$ cat src/rtl/llst_pkg.sv
// llst_pkg: shared types and constants for the leakage level state tracker
// level codes, configuration register indexes, ramp divider widths
// no dependencies
`default_nettype none

package llst_pkg;

  // leakage level codes as seen on the result channel
  typedef enum logic [1:0] {
    LVL_NORMAL   = 2'd0,
    LVL_WATCH    = 2'd1,
    LVL_FAULT    = 2'd2,
    LVL_RESTORED = 2'd3
  } lvl_t;

  // configuration register indexes
  localparam logic CFG_TRIP  = 1'b0;
  localparam logic CFG_WATCH = 1'b1;

  localparam int CUR_W  = 16;              // current sample width
  localparam int TIME_W = 32;              // timestamp width
  localparam int DVD_W  = 26;              // |diff| * 1000 fits in 26 bits
  localparam int RAMP_W = 27;              // signed ramp rate width
  localparam int CNT_W  = 5;               // divider step counter width

  localparam logic [CUR_W-1:0] TRIP_RST  = 16'd300;
  localparam logic [CUR_W-1:0] WATCH_RST = 16'd150;
  localparam logic [9:0]       RATE_SCALE = 10'd1000;   // ms to s

endpackage

`default_nettype wire

$ cat src/rtl/leakage_level_state_tracker_core.sv
// leakage_level_state_tracker_core: hysteresis level tracker with ramp rate, uses llst_pkg
// one shared restoring divider stepped by a small sequencer; in_ready only in idle
// per input transfer: scale, 26 divide steps, load; divide steps are skipped when the ramp
// is forced to zero (first sample, time not advancing); a new input is taken only once
//   the last result is loaded, and a full output register stalls load and input
// synchronous active-low reset: level normal, history cleared, trip 300, watch 150
`default_nettype none

module leakage_level_state_tracker_core (
  input  wire                                  clk,
  input  wire                                  rst_n,
  // configuration
  input  wire                                  cfg_we,
  input  wire                                  cfg_index,
  input  wire [llst_pkg::CUR_W-1:0]            cfg_wdata,
  // input channel
  input  wire                                  in_valid,
  output logic                                 in_ready,
  input  wire [llst_pkg::CUR_W-1:0]            in_ac_current,
  input  wire [llst_pkg::TIME_W-1:0]           in_sample_time,
  // result channel
  output logic                                 out_valid,
  input  wire                                  out_ready,
  output logic [1:0]                           out_leak_level,
  output logic                                 out_fault_flag,
  output logic signed [llst_pkg::RAMP_W-1:0]   out_ramp_rate,
  output logic [llst_pkg::TIME_W-1:0]          out_onset_time
);

  import llst_pkg::*;

  typedef enum logic [1:0] {
    ST_IDLE,
    ST_SCALE,
    ST_DIVIDE,
    ST_FINISH
  } state_t;

  // control state
  state_t               state_r, state_nxt;
  logic [CNT_W-1:0]     cnt_r, cnt_nxt;
  logic                 out_valid_r, out_valid_nxt;
  logic [CUR_W-1:0]     trip_r, trip_nxt;
  logic [CUR_W-1:0]     watch_r, watch_nxt;
  lvl_t                 lvl_r, lvl_nxt;
  logic [TIME_W-1:0]    onset_r, onset_nxt;
  logic [CUR_W-1:0]     prev_cur_r, prev_cur_nxt;
  logic [TIME_W-1:0]    prev_time_r, prev_time_nxt;
  logic                 has_prev_r, has_prev_nxt;

  // datapath registers
  logic [CUR_W-1:0]     mag_r, mag_nxt;
  logic                 neg_r, neg_nxt;
  logic                 zero_r, zero_nxt;
  logic [TIME_W-1:0]    dt_r, dt_nxt;
  logic [DVD_W-1:0]     dvd_r, dvd_nxt;
  logic [TIME_W-1:0]    rem_r, rem_nxt;
  logic [1:0]           o_lvl_r, o_lvl_nxt;
  logic                 o_fault_r, o_fault_nxt;
  logic [RAMP_W-1:0]    o_ramp_r, o_ramp_nxt;
  logic [TIME_W-1:0]    o_onset_r, o_onset_nxt;

  logic                 in_xfer;
  logic                 out_free;
  logic [CUR_W:0]       diff;
  logic [CUR_W+2:0]     ac_x5;
  logic [CUR_W+1:0]     watch_x4;
  logic                 below_rel;
  lvl_t                 lvl_new;
  logic [CUR_W+9:0]     prod;
  logic [TIME_W:0]      trial;
  logic [TIME_W:0]      trial_sub;
  logic                 ge;
  logic [RAMP_W-1:0]    q_ext;

  assign in_ready  = (state_r == ST_IDLE);
  assign in_xfer   = in_valid & in_ready;
  assign out_free  = ~out_valid_r | out_ready;
  assign out_valid = out_valid_r;
  assign out_leak_level = o_lvl_r;
  assign out_fault_flag = o_fault_r;
  assign out_ramp_rate  = o_ramp_r;
  assign out_onset_time = o_onset_r;

  // level classification with release band at four fifths of watch
  always_comb begin
    ac_x5     = {3'b000, in_ac_current} + {1'b0, in_ac_current, 2'b00};
    watch_x4  = {watch_r, 2'b00};
    below_rel = ac_x5 < {1'b0, watch_x4};
    if (in_ac_current >= trip_r) begin
      lvl_new = LVL_FAULT;
    end else if (in_ac_current >= watch_r) begin
      lvl_new = LVL_WATCH;
    end else if (below_rel) begin
      lvl_new = (lvl_r == LVL_FAULT || lvl_r == LVL_WATCH) ? LVL_RESTORED : LVL_NORMAL;
    end else begin
      lvl_new = lvl_r;
    end
  end

  // signed current change and shared divider step
  always_comb begin
    diff      = {1'b0, in_ac_current} - {1'b0, prev_cur_r};
    prod      = mag_r * RATE_SCALE;
    trial     = {rem_r, dvd_r[DVD_W-1]};
    trial_sub = trial - {1'b0, dt_r};
    ge        = ~trial_sub[TIME_W];
    q_ext     = {1'b0, dvd_r};
  end

  // sequencer and next-state logic
  always_comb begin
    state_nxt     = state_r;
    cnt_nxt       = cnt_r;
    out_valid_nxt = out_valid_r;
    trip_nxt      = trip_r;
    watch_nxt     = watch_r;
    lvl_nxt       = lvl_r;
    onset_nxt     = onset_r;
    prev_cur_nxt  = prev_cur_r;
    prev_time_nxt = prev_time_r;
    has_prev_nxt  = has_prev_r;
    mag_nxt       = mag_r;
    neg_nxt       = neg_r;
    zero_nxt      = zero_r;
    dt_nxt        = dt_r;
    dvd_nxt       = dvd_r;
    rem_nxt       = rem_r;
    o_lvl_nxt     = o_lvl_r;
    o_fault_nxt   = o_fault_r;
    o_ramp_nxt    = o_ramp_r;
    o_onset_nxt   = o_onset_r;

    // result transfer frees the output register
    if (out_valid_r && out_ready) begin
      out_valid_nxt = 1'b0;
    end

    // configuration writes
    if (cfg_we) begin
      if (cfg_index == CFG_TRIP) begin
        trip_nxt = cfg_wdata;
      end else begin
        watch_nxt = cfg_wdata;
      end
    end

    case (state_r)
      ST_IDLE: begin
        if (in_xfer) begin
          // level and onset update, history capture
          lvl_nxt = lvl_new;
          if (lvl_new == LVL_NORMAL) begin
            onset_nxt = '0;
          end else if (lvl_r == LVL_NORMAL) begin
            onset_nxt = in_sample_time;
          end
          neg_nxt       = diff[CUR_W];
          mag_nxt       = diff[CUR_W] ? CUR_W'(-diff) : diff[CUR_W-1:0];
          dt_nxt        = in_sample_time - prev_time_r;
          zero_nxt      = ~has_prev_r | (in_sample_time <= prev_time_r);
          prev_cur_nxt  = in_ac_current;
          prev_time_nxt = in_sample_time;
          has_prev_nxt  = 1'b1;
          state_nxt     = ST_SCALE;
        end
      end
      ST_SCALE: begin
        // scale to per-second units, then divide unless rate is zero
        dvd_nxt = zero_r ? '0 : prod[DVD_W-1:0];
        rem_nxt = '0;
        cnt_nxt = '0;
        state_nxt = zero_r ? ST_FINISH : ST_DIVIDE;
      end
      ST_DIVIDE: begin
        // one restoring step: quotient bit shifts in from the right
        rem_nxt = ge ? trial_sub[TIME_W-1:0] : trial[TIME_W-1:0];
        dvd_nxt = {dvd_r[DVD_W-2:0], ge};
        cnt_nxt = cnt_r + CNT_W'(1);
        if (cnt_r == CNT_W'(DVD_W - 1)) begin
          state_nxt = ST_FINISH;
        end
      end
      ST_FINISH: begin
        // load the output register once it is free
        if (out_free) begin
          o_lvl_nxt     = lvl_r;
          o_fault_nxt   = (lvl_r == LVL_FAULT);
          o_ramp_nxt    = neg_r ? -q_ext : q_ext;
          o_onset_nxt   = onset_r;
          out_valid_nxt = 1'b1;
          state_nxt     = ST_IDLE;
        end
      end
      default: begin
        state_nxt = ST_IDLE;
      end
    endcase
  end

  // state, datapath and output registers
  always_ff @(posedge clk) begin
    if (!rst_n) begin
      state_r     <= ST_IDLE;
      cnt_r       <= '0;
      out_valid_r <= 1'b0;
      trip_r      <= TRIP_RST;
      watch_r     <= WATCH_RST;
      lvl_r       <= LVL_NORMAL;
      onset_r     <= '0;
      prev_cur_r  <= '0;
      prev_time_r <= '0;
      has_prev_r  <= 1'b0;
      mag_r       <= '0;
      neg_r       <= 1'b0;
      zero_r      <= 1'b0;
      dt_r        <= '0;
      dvd_r       <= '0;
      rem_r       <= '0;
      o_lvl_r     <= '0;
      o_fault_r   <= 1'b0;
      o_ramp_r    <= '0;
      o_onset_r   <= '0;
    end else begin
      state_r     <= state_nxt;
      cnt_r       <= cnt_nxt;
      out_valid_r <= out_valid_nxt;
      trip_r      <= trip_nxt;
      watch_r     <= watch_nxt;
      lvl_r       <= lvl_nxt;
      onset_r     <= onset_nxt;
      prev_cur_r  <= prev_cur_nxt;
      prev_time_r <= prev_time_nxt;
      has_prev_r  <= has_prev_nxt;
      mag_r       <= mag_nxt;
      neg_r       <= neg_nxt;
      zero_r      <= zero_nxt;
      dt_r        <= dt_nxt;
      dvd_r       <= dvd_nxt;
      rem_r       <= rem_nxt;
      o_lvl_r     <= o_lvl_nxt;
      o_fault_r   <= o_fault_nxt;
      o_ramp_r    <= o_ramp_nxt;
      o_onset_r   <= o_onset_nxt;
    end
  end

endmodule

`default_nettype wire
$ cat config.mk
export PLATFORM = sky130hd
export DESIGN_NAME = leakage_level_state_tracker_core
export DESIGN_NICKNAME = d
export VERILOG_FILES = /design/src/rtl/llst_pkg.sv /design/src/rtl/leakage_level_state_tracker_core.sv
export SDC_FILE = /design/constraint.sdc
export NUM_CORES = 1
export LEC_CHECK = 0
export CAP_MARGIN = 20
export CORE_MARGIN = 1
export CORE_UTILIZATION = 57
export DETAILED_ROUTE_END_ITERATION = 12
export DONT_BUFFER_PORTS = 1
export PLACE_DENSITY = 0.79
export SLEW_MARGIN = 15
export SYNTH_ARGS = -nofsm -noshare
export SYNTH_HDL_FRONTEND = slang
export SYNTH_SLANG_ARGS = --single-unit
$ cat constraint.sdc
create_clock -name clk -period 7.75 [get_ports clk]
set_input_delay 1.1625 -clock clk [delete_from_list [all_inputs] [get_ports clk]]
set_output_delay 1.1625 -clock clk [all_outputs]
set_load 0.05 [all_outputs]
==> flow_metrics.py <==
metrics = {
    "cts": {
        "numCtsBuffers": 34,
        "hold_buffers": 0,
        "postCtsSetupBuffers": 0,
        "ctsRootBufferMaster": "clkbuf_16",
        "clock_latency_ns": 0.56,
        "cts_tree": "done",
        "clk_pin_slew_ns": 0.06,
        "ctsLongestPathBuffers": 3,
        "cts.sinks": 293,
        "cts_resized": 0,
        "htree_levels": 2,
    },
    "timing": {
        "slew_violations": 0,
        "period_share_pct": 62.9,
        "slew_headroom_pct": 37.9,
        "fin_skew_ns": 0.0248,
        "tns_ns": 0,
        "fmax_ghz": 0.205,
        "setup_violations": 0,
        "min_period_ns": 4.87,
        "setup_ws_ns": 2.88,
        "hold_viol": 0,
        "rsz0062_at_grt": "no",
        "whs_ns": 0.447,
        "worst_pin_slew_ns": 0.932,
    },
    "min_path": {
        "hp-class": "flip-flop to flip-flop",
        "worstHoldPathCells": 2,
    },
    "drt": {
        "drt-pass1-iter-count": 5,
        "num_vias": 16900,
        "drcViolationCount": 0,
        "routedWlPerCell_um": 16.6,
        "wirelength_um": 48000,
        "ant_nets": 0,
        "via_per_inst": 5.85,
        "drt_iter0_markers": 1104,
    },
    "grt": {
        "antenna_found_initial": 0,
        "gr-usage-all-layers_pct": 27.2,
        "grt_pass1_wl_um": 80700,
        "first_global_vias": 16600,
        "grt_max_degree": 103,
        "gr-total-overflow": 0,
    },
    "synthesis": {
        "ys_seq_area_share_pct": 29.3,
        "synthTopCellsByCount": "nand2_1 (375), dfxtp_1 (293), a21oi_1 (255)",
        "yosysMostFrequentCell": "nand2_1",
        "synth_flop_cell": "dfxtp_1",
        "synthArstFlopShare_pct": 0,
        "syn_area_per_cell_um2": 8.10,
        "synth_area_um2": 20000,
        "synth_cell_types": 87,
        "yosys_warnings": 0,
        "syn_nets": 2802,
        "synth_top_area_cell": "dfxtp_1",
        "ys_top_cells_by_area": "dfxtp_1 (29%), ha_1 (13%), nand2_1 (7.0%), a21oi_1 (6.4%), fa_1 (5.8%)",
        "postSynthCellCount": 2471,
        "yosys.area.top_type_share_pct": 29.3,
        "ys_ff_latch": 293,
        "synth_edf_count": 0,
    },
    "pwr": {
        "p_leak_nw": 8.64,
        "clock_power_share_pct": 18.6,
        "p_switching_mw": 3.94,
        "power.density_nw_per_um2": 409,
        "vdd_ir_drop_max_mv": 0.314,
        "swShare_pct": 45.0,
        "internal_power_mw": 4.82,
        "p_seq_share_pct": 23.4,
        "combPwrFrac_pct": 58.0,
    },
    "floorplanning": {
        "die_w_um": 189,
        "start_util_pct": 57.9,
        "die_area_um2": 35800,
        "coreArea_um2": 34500,
        "ios": 134,
        "std_cell_rows": 68,
        "die-height_um": 189,
    },
    "final_layout": {
        "layout-drive-gt1-share_pct": 4.47,
        "final_nets": 2746,
        "multiInputGateArea_um2": 12800,
        "area_delta_synth_final_pct": 7.01,
        "seqCellArea_um2": 5870,
        "insertedDiodeCount": 0,
        "fill_cells": 2959,
    },
    "worst_setup_path": {
        "crit_family": "adder cells",
        "path_cells": "inv_1 > fa_1 > fa_1 > fa_1 > fa_1 > inv_1 > ha_1 > a21o_1 > a2111oi_0 > a21oi_1 > nor2_1 > o31ai_1 > o31ai_1 > xor2_1 > o21ai_0",
        "critPathSlowestCell": "fa_1",
        "crit_required_ns": 8.17,
        "path_max_fanout": 5,
        "worstPathArrival_ns": 5.30,
        "end_kind": "flip-flop",
        "critPathBufInv": 2,
        "worstSetupPathDepth": 15,
        "r2r_cells": 15,
        "startpoint_type": "flip-flop",
        "critPathKind": "flip-flop to flip-flop",
        "path_common_cell": "fa_1",
        "max_stage_delay_ns": 0.58,
    },
    "place": {
        "dp_hpwl_um": 35100,
        "gp_congestion": 0.872,
        "pre_cts_slack_ns": 2.47,
        "numPortBuffers": 0,
    },
    "status": {
        "status": "finished clean",
    },
    "job": {
        "maxCapViolations": 0,
    },
}
[layout by cell type (no fill, tap or decap), drive strengths merged, types with 11 or more instances in the layout]
cell type / Yosys / final
and3: 13 / 13
a21oi: 256 / 256
nor2: 129 / 129
mux2i: 33 / 33
nor3: 25 / 25
xor2: 51 / 51
buf: 13 / 13
or3: 15 / 15
xnor2: 69 / 69
clkinv: 0 / 13
o31ai: 15 / 15
o21a: 23 / 23
a22o: 34 / 34
nor4: 14 / 14
o21ai: 132 / 132
a21o: 54 / 54
nand4: 16 / 16
a211oi: 46 / 46
a31oi: 24 / 24
nand2b: 26 / 26
nand2: 375 / 375
nand3: 45 / 45
fa: 58 / 58
nor2b: 29 / 29
inv: 233 / 236
nand3b: 11 / 11
o211ai: 21 / 21
clkbuf: 90 / 40
dfxtp: 293 / 293
ha: 203 / 203
[area by class of cell]
class | instances | area share, %
Sequential cell | 293 | 27.4
Timing Repair Buffer | 13 | 0.456
Multi-Input combinational cell | 1840 | 60.0
Tap cell | 455 | 2.66
Clock buffer | 40 | 4.41
Inverter | 233 | 4.11
Clock inverter | 21 | 0.935
[worst paths after layout]
check / start / to / slack, ns
max: mag_r[4]$_SDFFE_PN0P_ / dvd_r[23]$_SDFFE_PN0P_ / 2.88
min: dt_r[16]$_SDFFE_PN0P_ / dt_r[16]$_SDFFE_PN0P_ / 0.45
max reg2reg: mag_r[4]$_SDFFE_PN0P_ / dvd_r[23]$_SDFFE_PN0P_ / 2.88
min reg2reg: dt_r[16]$_SDFFE_PN0P_ / dt_r[16]$_SDFFE_PN0P_ / 0.45
[state kept, by name, summed over array words and instances (netlist names)]
signal,cells
dt_r,32
out_fault_flag,1
cnt_r,5
trip_r,16
out_valid,1
state_r,2
out_ramp_rate,27
dvd_r,26
rem_r,32
out_onset_time,32
neg_r,1
onset_r,32
prev_cur_r,16
watch_r,16
prev_time_r,32
has_prev_r,1
mag_r,16
out_leak_level,2
zero_r,1
lvl_r,2
[per-layer routing]
layer,vias up,global-route usage (%),part of all wire (%)
li1,8483,-,-
met3,54,6.23,7.2
met4,0,7.57,1.9
met2,445,43.5,45
met5,-,0,0
met1,7949,36.7,46
[stage by stage]
| step | utilization, % | area (um^2) | cells | total power, mW |
|---|---|---|---|---|
| after global placement | 58.6 | 20300 | 2834 | 6.87 |
| after detailed placement | 58.6 | 20300 | 2834 | 7.08 |
| after CTS | 62.0 | 21400 | 2895 | 8.76 |
| after floorplan | - | 20000 | 2471 | 6.09 |
| final | 62.0 | 21400 | 2895 | 8.76 |
| after global routing | 62.0 | 21400 | 2895 | 9.59 |
[power groups by stage]
stage | sequential, mW | clock (mW) | combinational, mW
3_3_place_gp | 2.07 | 0 | 4.80
6_report | 2.05 | 1.63 | 5.08
2_1_floorplan | 2.00 | 0 | 4.09
4_1_cts | 2.05 | 1.65 | 5.06
3_5_place_dp | 2.08 | 0 | 5.00
5_1_grt | 2.08 | 1.72 | 5.78
[kinds of logic (layout without fill, tap and decap cells)]
logic type | Yosys count | count (layout) | share of synthesized area (%)
compound gates | 694 | 694 | 22.1
xor+xnor | 120 | 120 | 5.35
fa+ha+maj | 261 | 261 | 18.5
buf+inv | 338 | 307 | 6.59
flops | 293 | 293 | 29.3
mux | 34 | 34 | 1.71
simple gates | 731 | 731 | 16.4
[worst min-delay path, cell delays in order (launching register included)]
cell     delay [ns]
dfxtp_1        0.31
nand2_1        0.05
nand2_1        0.04
(Power assumes the default switching activity.)
